### src/rtl/core/assert_macros.svh
// ----------------------------------------------------------------------------
// Assertion macros
// Shared wrappers for concurrent assertions clocked on clk with reset arst_n.
// ----------------------------------------------------------------------------
`ifndef ASSERT_MACROS_SVH
`define ASSERT_MACROS_SVH

// Checked on every rising edge of clk, disabled while reset is applied.
`define ASSERT_CLK(label, prop, msg) \
	label: assert property (@(posedge clk) disable iff (!arst_n) (prop)) \
		else $error(msg);

// Checked on every rising edge of clk, including during reset.
`define ASSERT_ALWAYS(label, prop, msg) \
	label: assert property (@(posedge clk) (prop)) else $error(msg);

`endif

### src/rtl/core/dgd_pkg.sv
// ----------------------------------------------------------------------------
// dgd_pkg
// Types, register codes and helpers shared by the gate detector modules.
// ----------------------------------------------------------------------------
package dgd_pkg;

	localparam int TIMER_BITS = 16;
	localparam int CNT_BITS   = 16;
	localparam int CFG_WIDTH  = 16;
	localparam int IDX_BITS   = 2;

	typedef logic [TIMER_BITS-1:0] timer_t;
	typedef logic [CNT_BITS-1:0]   count_t;

	// Register indexes on the configuration port.
	localparam logic [IDX_BITS-1:0] CFG_DEBOUNCE_THRESHOLD = 2'd0;
	localparam logic [IDX_BITS-1:0] CFG_DEADZONE_TICKS     = 2'd1;
	localparam logic [IDX_BITS-1:0] CFG_BEEP_PERIOD_TICKS  = 2'd2;
	localparam logic [IDX_BITS-1:0] CFG_BEEP_TOGGLES       = 2'd3;

	localparam logic [3:0]  RST_DEBOUNCE_THRESHOLD = 4'd2;
	localparam logic [15:0] RST_DEADZONE_TICKS     = 16'd200;
	localparam logic [15:0] RST_BEEP_PERIOD_TICKS  = 16'd300;
	localparam logic [3:0]  RST_BEEP_TOGGLES       = 4'd5;

	localparam logic REQ_TICK   = 1'b0;
	localparam logic REQ_SAMPLE = 1'b1;

	typedef struct packed {
		logic [3:0]  debounce_threshold;
		logic [15:0] deadzone_ticks;
		logic [15:0] beep_period_ticks;
		logic [3:0]  beep_toggles;
	} cfg_t;

	typedef struct packed {
		logic req_type;
		logic sensor_level;
	} item_t;

	// One processing step, issued when the staged item moves to the result.
	typedef struct packed {
		logic tick;
		logic sample;
		logic level;
	} step_t;

	typedef struct packed {
		logic   filtered_level;
		logic   alarm_on;
		count_t event_total;
		logic   gate_event;
	} result_t;

	// Fit a 16-bit register value to the timer width: truncate or zero-extend.
	function automatic timer_t timer_load(logic [15:0] v);
		timer_t r;
		for (int i = 0; i < TIMER_BITS; i++) begin
			r[i] = (i < 16) ? v[i % 16] : 1'b0;
		end
		return r;
	endfunction

endpackage

### src/rtl/core/dgd_cfg_regs.sv
// ----------------------------------------------------------------------------
// dgd_cfg_regs
// Configuration register file written through the plain write port.
// ----------------------------------------------------------------------------
module dgd_cfg_regs (
	input  logic                              clk,
	input  logic                              arst_n,
	input  logic                              cfg_we,
	input  logic [dgd_pkg::IDX_BITS-1:0]      cfg_index,
	input  logic [dgd_pkg::CFG_WIDTH-1:0]     cfg_data,
	output dgd_pkg::cfg_t                     cfg
);

	dgd_pkg::cfg_t cfg_q;

	always_ff @(posedge clk or negedge arst_n) begin
		if (!arst_n) begin
			cfg_q.debounce_threshold <= dgd_pkg::RST_DEBOUNCE_THRESHOLD;
			cfg_q.deadzone_ticks     <= dgd_pkg::RST_DEADZONE_TICKS;
			cfg_q.beep_period_ticks  <= dgd_pkg::RST_BEEP_PERIOD_TICKS;
			cfg_q.beep_toggles       <= dgd_pkg::RST_BEEP_TOGGLES;
		end else if (cfg_we) begin
			case (cfg_index)
				dgd_pkg::CFG_DEBOUNCE_THRESHOLD: cfg_q.debounce_threshold <= cfg_data[3:0];
				dgd_pkg::CFG_DEADZONE_TICKS:     cfg_q.deadzone_ticks     <= cfg_data[15:0];
				dgd_pkg::CFG_BEEP_PERIOD_TICKS:  cfg_q.beep_period_ticks  <= cfg_data[15:0];
				dgd_pkg::CFG_BEEP_TOGGLES:       cfg_q.beep_toggles       <= cfg_data[3:0];
				default: begin
				end
			endcase
		end
	end

	assign cfg = cfg_q;

endmodule

### src/rtl/core/dgd_debounce.sv
// ----------------------------------------------------------------------------
// dgd_debounce
// Sample debouncer with the event lock; flags a new gate event.
// ----------------------------------------------------------------------------
module dgd_debounce (
	input  logic           clk,
	input  logic           arst_n,
	input  dgd_pkg::step_t step,
	input  logic [3:0]     threshold,
	input  logic           deadzone_idle,
	output logic           gate_event,
	output logic           stable_d
);

	logic [3:0] mismatch_q;
	logic       stable_q;
	logic       lock_q;

	logic [3:0] mismatch_d;
	logic [3:0] mismatch_inc;
	logic       lock_d;
	logic       ev;

	always_comb begin
		mismatch_inc = mismatch_q + 4'd1;
		mismatch_d   = mismatch_q;
		stable_d     = stable_q;
		lock_d       = lock_q;
		ev           = 1'b0;
		if (step.sample) begin
			if (step.level != stable_q) begin
				if (mismatch_inc >= threshold) begin
					stable_d   = step.level;
					mismatch_d = 4'd0;
					ev         = !step.level && !lock_q && deadzone_idle;
				end else begin
					mismatch_d = mismatch_inc;
				end
			end else begin
				mismatch_d = 4'd0;
			end
			// The lock holds only while the debounced level stays active.
			lock_d = (lock_q || ev) && !stable_d;
		end
	end

	always_ff @(posedge clk or negedge arst_n) begin
		if (!arst_n) begin
			mismatch_q <= 4'd0;
			stable_q   <= 1'b1;
			lock_q     <= 1'b0;
		end else begin
			mismatch_q <= mismatch_d;
			stable_q   <= stable_d;
			lock_q     <= lock_d;
		end
	end

	assign gate_event = ev;

endmodule

### src/rtl/core/dgd_alarm.sv
// ----------------------------------------------------------------------------
// dgd_alarm
// Dead-zone timer, alarm toggle sequencer and the gate event counter.
// ----------------------------------------------------------------------------
module dgd_alarm (
	input  logic             clk,
	input  logic             arst_n,
	input  dgd_pkg::step_t   step,
	input  dgd_pkg::cfg_t    cfg,
	input  logic             gate_event,
	output logic             deadzone_idle,
	output logic             alarm_d,
	output dgd_pkg::count_t  total_d
);

	dgd_pkg::timer_t deadzone_q;
	dgd_pkg::timer_t period_q;
	logic [3:0]      toggles_q;
	logic            active_q;
	logic            alarm_q;
	dgd_pkg::count_t total_q;

	dgd_pkg::timer_t deadzone_d;
	dgd_pkg::timer_t period_d;
	logic [3:0]      toggles_d;
	logic            active_d;

	assign deadzone_idle = (deadzone_q == '0);

	always_comb begin
		deadzone_d = deadzone_q;
		period_d   = period_q;
		toggles_d  = toggles_q;
		active_d   = active_q;
		alarm_d    = alarm_q;
		total_d    = total_q;
		if (step.tick) begin
			if (!deadzone_idle) begin
				deadzone_d = deadzone_q - dgd_pkg::timer_t'(1);
			end
			if (active_q) begin
				if (period_q != '0) begin
					period_d = period_q - dgd_pkg::timer_t'(1);
				end else if (toggles_q != 4'd0) begin
					toggles_d = toggles_q - 4'd1;
					alarm_d   = !alarm_q;
					period_d  = dgd_pkg::timer_load(cfg.beep_period_ticks);
				end else begin
					active_d = 1'b0;
					alarm_d  = 1'b0;
				end
			end
		end else if (gate_event) begin
			// A new event restarts the alarm pattern from its beginning.
			total_d    = total_q + dgd_pkg::count_t'(1);
			toggles_d  = cfg.beep_toggles;
			period_d   = dgd_pkg::timer_load(cfg.beep_period_ticks);
			active_d   = 1'b1;
			alarm_d    = 1'b1;
			deadzone_d = dgd_pkg::timer_load(cfg.deadzone_ticks);
		end
	end

	always_ff @(posedge clk or negedge arst_n) begin
		if (!arst_n) begin
			deadzone_q <= '0;
			period_q   <= '0;
			toggles_q  <= 4'd0;
			active_q   <= 1'b0;
			alarm_q    <= 1'b0;
			total_q    <= '0;
		end else begin
			deadzone_q <= deadzone_d;
			period_q   <= period_d;
			toggles_q  <= toggles_d;
			active_q   <= active_d;
			alarm_q    <= alarm_d;
			total_q    <= total_d;
		end
	end

endmodule

### src/rtl/core/debounced_gate_detector_with_alarm_core.sv
// ----------------------------------------------------------------------------
// debounced_gate_detector_with_alarm_core
// Debounced gate detector with event counter, dead-zone lockout and alarm.
// ----------------------------------------------------------------------------
// Each input transaction is a timer tick (tuser 0) or a sensor sample
// (tuser 1, level in tdata bit 0) and yields exactly one result transaction
// carrying the gate event flag, the 16-bit event total, the alarm output and
// the debounced level as they stand after that item. An item is registered on
// acceptance and is processed into the result register once that is free;
// the state update is a single pass of small decrement and compare logic, so
// the block sustains one item per cycle while the result side is ready.
// Back-pressure on the result side stalls the staged item; input is still
// taken while the result waits as long as the staging register is empty.
// Configuration must be written only while idle; the core does not enforce it.
// ----------------------------------------------------------------------------
`include "assert_macros.svh"

module debounced_gate_detector_with_alarm_core (
	input  logic                          clk,
	input  logic                          arst_n,
	input  logic                          s_tvalid,
	output logic                          s_tready,
	input  logic [7:0]                    s_tdata,   // [0] sensor_level, [7:1] zero
	input  logic                          s_tuser,   // [0] req_type
	output logic                          m_tvalid,
	input  logic                          m_tready,
	output logic [23:0]                   m_tdata,   // [0] gate_event, [16:1] event_total,
	                                                 // [17] alarm_on, [18] filtered_level,
	                                                 // [23:19] zero
	input  logic                          cfg_we,
	input  logic [dgd_pkg::IDX_BITS-1:0]  cfg_index,
	input  logic [dgd_pkg::CFG_WIDTH-1:0] cfg_data
);

	dgd_pkg::cfg_t    cfg;
	dgd_pkg::item_t   item_s1;
	logic             valid_s1;
	dgd_pkg::result_t res_s2;
	logic             valid_s2;

	dgd_pkg::step_t   step;
	dgd_pkg::count_t  total_d;
	logic             fire;
	logic             ev;
	logic             deadzone_idle;
	logic             alarm_d;
	logic             stable_d;

	assign fire     = valid_s1 && (!valid_s2 || m_tready);
	assign s_tready = !valid_s1 || fire;

	always_ff @(posedge clk or negedge arst_n) begin
		if (!arst_n) begin
			valid_s1 <= 1'b0;
		end else if (s_tvalid && s_tready) begin
			valid_s1 <= 1'b1;
		end else if (fire) begin
			valid_s1 <= 1'b0;
		end
	end

	always_ff @(posedge clk) begin
		if (s_tvalid && s_tready) begin
			item_s1.req_type     <= s_tuser;
			item_s1.sensor_level <= s_tdata[0];
		end
	end

	always_comb begin
		step.tick   = fire && (item_s1.req_type == dgd_pkg::REQ_TICK);
		step.sample = fire && (item_s1.req_type == dgd_pkg::REQ_SAMPLE);
		step.level  = item_s1.sensor_level;
	end

	dgd_cfg_regs u_cfg (
		.clk       (clk),
		.arst_n    (arst_n),
		.cfg_we    (cfg_we),
		.cfg_index (cfg_index),
		.cfg_data  (cfg_data),
		.cfg       (cfg)
	);

	dgd_debounce u_debounce (
		.clk           (clk),
		.arst_n        (arst_n),
		.step          (step),
		.threshold     (cfg.debounce_threshold),
		.deadzone_idle (deadzone_idle),
		.gate_event    (ev),
		.stable_d      (stable_d)
	);

	dgd_alarm u_alarm (
		.clk           (clk),
		.arst_n        (arst_n),
		.step          (step),
		.cfg           (cfg),
		.gate_event    (ev),
		.deadzone_idle (deadzone_idle),
		.alarm_d       (alarm_d),
		.total_d       (total_d)
	);

	always_ff @(posedge clk or negedge arst_n) begin
		if (!arst_n) begin
			valid_s2 <= 1'b0;
		end else if (fire) begin
			valid_s2 <= 1'b1;
		end else if (m_tready) begin
			valid_s2 <= 1'b0;
		end
	end

	// The event total is reset with control state so that it always mirrors
	// the counter as of the last processed item.
	always_ff @(posedge clk or negedge arst_n) begin
		if (!arst_n) begin
			res_s2 <= '0;
		end else if (fire) begin
			res_s2.gate_event     <= ev;
			res_s2.event_total    <= total_d;
			res_s2.alarm_on       <= alarm_d;
			res_s2.filtered_level <= stable_d;
		end
	end

	assign m_tvalid = valid_s2;
	assign m_tdata  = {5'd0, res_s2};

	// A reported event always comes with the alarm on and the level active.
	`ASSERT_CLK(a_event_alarm, valid_s2 && res_s2.gate_event |-> res_s2.alarm_on && !res_s2.filtered_level, "gate event without alarm on and active level")

	// A staged item that cannot move on is kept unchanged.
	`ASSERT_CLK(a_stall_hold, valid_s1 && !fire |=> valid_s1 && $stable(item_s1), "staged item lost or changed while stalled")

	// The event total only moves on an item that registers an event.
	`ASSERT_CLK(a_total_hold, fire && !ev |=> res_s2.event_total == $past(res_s2.event_total), "event total changed without a gate event")

	// Nothing is presented at the output while in reset.
	`ASSERT_ALWAYS(a_reset_quiet, !arst_n |-> !m_tvalid, "result valid during reset")

endmodule

### config.mk
export PLATFORM = sky130hd
export DESIGN_NAME = debounced_gate_detector_with_alarm_core
export DESIGN_NICKNAME = d
export VERILOG_FILES = /design/src/rtl/core/dgd_pkg.sv /design/src/rtl/core/dgd_cfg_regs.sv /design/src/rtl/core/dgd_debounce.sv /design/src/rtl/core/dgd_alarm.sv /design/src/rtl/core/debounced_gate_detector_with_alarm_core.sv
export VERILOG_INCLUDE_DIRS = /design/src /design/src/rtl/core
export SDC_FILE = /design/constraint.sdc
export NUM_CORES = 1
export LEC_CHECK = 0
export ABC_AREA = 1
export BUFFER_PORTS_ARGS = -buffer_cell sky130_fd_sc_hd__buf_4
export CELL_PAD_IN_SITES_DETAIL_PLACEMENT = 2
export CELL_PAD_IN_SITES_GLOBAL_PLACEMENT = 2
export CORE_UTILIZATION = 31
export CTS_BUF_LIST = sky130_fd_sc_hd__clkbuf_16
export DETAILED_ROUTE_END_ITERATION = 7
export GPL_TIMING_DRIVEN = 0
export PLACE_DENSITY_LB_ADDON = 0.15
export RECOVER_POWER = 50
export SYNTH_ARGS = -nofsm -noshare
export SYNTH_HDL_FRONTEND = slang
export SYNTH_SLANG_ARGS = --single-unit
### constraint.sdc
create_clock -name clk -period 2.3 [get_ports clk]
set_clock_uncertainty 0.05 [all_clocks]
set_input_delay 0.115 -clock clk [delete_from_list [all_inputs] [get_ports clk]]
set_output_delay 0.115 -clock clk [all_outputs]
set_load 0.01 [all_outputs]
==> results list <==
* Combinational family with the most area after synthesis: simple AND/OR/NAND/NOR gates
- Rel. slew slack: 0.360
- Setup repair after global routing missed its margin: yes
- All-layer global routing usage: 0.221
- Data required time at the worst endpoint: 2.56 ns
- Multiplexer share of the synthesized area: 0
- Cell count after synthesis: approximately 900
- Clock net sink count: roughly 120
* Achievable frequency: 421 MHz
* Clock latency of the later-clocked register in the worst-skew pair: 0.43 ns
- In this run, the number of DRC markers left after iteration 0 of detailed routing was 266.
- Final critical path time including I/O delays and setup: 2.38 ns
- Summing over every cut layer, the via total after detailed routing is 6283.
* Cell accounting for the most synthesized area: dfrtp_1
* Cell with the biggest individual delay on the critical path: dfrtp_1
- Number of vias per cell: 4.88
- In this design, the largest share of critical-path delay is due to simple AND/OR/NAND/NOR gates.
- Across the VDD grid, the largest voltage drop is 433 uV.
- The share of total power dissipated in combinational logic is 0.364.
- Sequential cell area fraction in the yosys report: 0.469
* Category of the worst setup path launch point: register
* DIE HEIGHT: 148 um
- The cell area that synthesis handed to floorplanning was 6610 um^2.
- The critical path goes through buf_6 > nand3_4 > xor2_2 > ha_1 > nand2_2 > nor2_2 > buf_4 > nor2_4 > nor2_4 > nand2_8 > buf_12 > nand2_8 > buf_16 > nand2_2 > o21ai_1.
- Max-slew violation count: 0
* Final critical-path setup slack: -0.0757 ns
* Count of flip-flops with a built-in enable after synthesis: 2
* Number of top-level pins: 58
- Number of H-tree levels: 4
- Area of the core: roughly 21000 um^2
- Post-DP HPWL: ~16000 um
- Number of global-route vias before repair: between 7000 and 8000
- The critical path contains buffers and inverters numbering 4 combined.
- Die Area: 21900 um^2
- The routed design has ~23000 um of wire.
- Net count, final: 1042
- Buffer depth of the longest clock path: 2
* Violated checks: setup timing
* Wire length of the first global-routing pass: 37400 um
- The area growth from synthesis to layout is 30.8%.
* Share of cells above drive strength 1: 0.192
- The analysis attributes to net switching a power of 3450 uW.
* Post-synthesis adder-cell area fraction: 0.0208
- By count the netlist is led by 317 x nand2_1, 110 x dfrtp_1, 96 x inv_1, 90 x o21ai_0, 74 x nor2_1.
- The worst register-to-register path begins at u_debounce.mismatch_q[1]$_DFFE_PN0P_.
* Main synth FF type: dfrtp_1
- In this run the remaining antenna-violating nets after routing total 0.
* Number of remaining DRC errors: 0
- Cts bufs inserted: 17
- In this run the worst setup path begins at u_debounce.mismatch_q[1]$_DFFE_PN0P_.
- Among all cell types in the netlist, the one instantiated most often is nand2_1.
* Wire per inst: 18.1 um
- Global routing finished with a remaining overflow of 0.
- The final hold violation count is 0.
* Clock transition at the register clock pins on the worst setup and hold paths after CTS: 0.06 ns
- Total inserted antenna cells: 0
* Pin count of the biggest net entering global routing: 88
- Final Cycle Share: 1.03
* Internal Pwr Total: 5240 uW
- After routing the design area is 8650 um^2.
- The cell sitting at the root of the clock tree is a clkbuf_16.
- Yosys mapped the design onto 38 distinct sky130hd cell types.
- Worst slew pin tran: 0.961 ns
* Core utilization of the finished layout: 0.413
- Power spread over the standard cell area amounts to just over 1000 nW/um^2.
- In this run, synthesis produced a sequential element count of approximately 120.
- The worst hold path belongs to the class input pin to register.
* Share of total power in sequential cells: 0.353
- Of the total power, the clock network draws 0.283.
* Final estimated routing congestion in global placement: 0.781
- Kind of capture point of the worst setup path: register
* Number of maximum-capacitance violations: 0
* Count of TritonRoute iterations in the first routing pass: 4
- Compound-Gate Fraction of Synth Area: 0.0869
* Hold path start: cfg_data[0]
- Of the total synthesized cell area, the portion taken by XOR and XNOR cells is 0.0290.
- Delay of the slowest cell on the worst path: 0.40 ns
- Fraction of post-synthesis cell area in the top cell type by area: 0.416
- Mapped Avg Cell Area: between 7 and 8 um^2
- Number of I/O port buffers: 45
* Power, Total: 8690 uW
- Net Sw Frac: 0.397
* Number of rows created at floorplan: between 50 and 60
- Setup violations remaining at the end of the flow were counted as 38.
* Die boundary width: 148 um
* Post-detailed-placement cell area: 7340 um^2
- Critical path arrival: 2.63 ns
- Yosys attributes the largest share of cell area to dfrtp_1 42%, nand2_1 18%, o21ai_0 6.8%.
- The flow ran to the end, but the final reports show violations.
- Leak: between 0.004 and 0.005 uW
- TritonCTS built the clock tree.
* Post-synthesis simple-gate area fraction: 0.313
- Effective utilization at floorplan: 0.316
- Worst Path Max Fanout: 5
* Async set or reset register ratio after synthesis: 0.984
- Yosys warning total: 0
- Type of the worst setup path: register to register
* Initial antenna violation count: 0
-- kinds of logic after synthesis --
group,count (synthesis)
compound gates,109
flops,123
other cells,1
xor+xnor,21
simple gates,494
buf+inv,128
fa+ha+maj,11
-- through the flow --
stage | hold slack [ns] | instances | setup WS (ns) | setup TNS, ns
after floorplan | -0.231 | 891 | 0.0318 | 0
after global placement | 0.244 | 1211 | -0.457 | -23.68
after detailed placement | -0.0103 | 1212 | -0.525 | -27.67
after CTS | 0.00769 | 1280 | -0.0714 | -1.26
after global routing | 0.0201 | 1287 | -0.245 | -10.72
final | 0.0113 | 1287 | -0.0757 | -1.43
-- cell usage in the layout (no fill, tap or decap), types with 6 or more instances in the layout --
cell type	synthesis	routed
nand2_1	317	287
dfrtp_1	110	110
inv_1	96	100
nor2_1	74	70
o21ai_0	90	67
buf_4	6	53
nand3_1	55	44
nand2_2	1	29
nand4_1	23	23
dlygate4sd3_1	0	19
o21ai_1	2	18
clkbuf_16	0	18
xor2_1	17	16
clkbuf_1	12	13
buf_6	3	13
ha_1	11	9
dfstp_2	11	9
nand3_2	1	8
o21ai_2	0	7
nor2_4	3	6
nor2_2	5	6
nor3_1	6	6
buf_2	8	6
a21oi_1	7	6
-- worst paths after layout --
path                       cells after the start                                 end  slack [ns]
max                                           15     u_alarm.period_q[3]$_DFFE_PN0P_       -0.08
min                                            3           u_cfg.cfg[36]$_DFFE_PN0P_        0.01
max reg2reg                                   15     u_alarm.period_q[3]$_DFFE_PN0P_       -0.08
min reg2reg                                    2             m_tdata[14]$_DFFE_PN0P_        0.43
max in group asynchronous                      3  u_alarm.deadzone_q[12]$_DFFE_PN0P_        0.48
min in group asynchronous                      2           u_cfg.cfg[36]$_DFFE_PN0P_        0.35
-- worst min-delay path, cell delays in order --
cell and delay [ns]:
buf_4 0.08, inv_1 0.09, o21ai_0 0.17
-- power by group through the flow --
stage / registers [uW] / clock network, uW / logic (uW)
floorplan: 2990 / 0 / 1850
global placement: 3080 / 0 / 2600
detailed placement: 3090 / 0 / 2680
CTS: 3060 / 2520 / 3030
global route: 3140 / 2600 / 3570
finish: 3070 / 2460 / 3160
-- per-layer routing --
metal	up-vias	global-route usage	share of wire	wire (um)
li1	3026	-	-	-
met1	3167	0.269	0.45	10500
met2	64	0.399	0.52	12000
met3	26	0.0327	0.019	440
met4	0	0.0706	0.014	326
met5	-	0	0	0
-- sequential cells by signal, summed over array words and instances, names as in the netlist --
name                   flops
u_debounce.stable_q        1
u_alarm.total_q           16
m_tdata                   19
u_cfg.cfg                 40
u_alarm.period_q          16
item_s1                    2
u_alarm.toggles_q          4
u_alarm.active_q           1
valid_s1                   1
u_debounce.lock_q          1
u_debounce.mismatch_q      4
u_alarm.deadzone_q        16
m_tvalid                   1
u_alarm.alarm_q            1
-- what timing repair did --
action                                  4_1_cts  5_1_grt
hold buffers                                 19        0
gates resized for setup                      56       64
hold endpoints to repair                    109        0
endpoints found under the setup margin       79       76
setup buffers                                16        5
pin swaps                                    20       16
cloned                                        1        2
-- final cells by class --
class	count	area [um^2]
clock inverters	15	97.6
repair buffers	88	815
clock buffers	17	425
plain buffers	30	193
inverters	98	380
flip-flops and latches	123	3100
multi-input cells	641	3290
fillers	2455	12300
well taps	275	344
(Power assumes the default switching activity.)
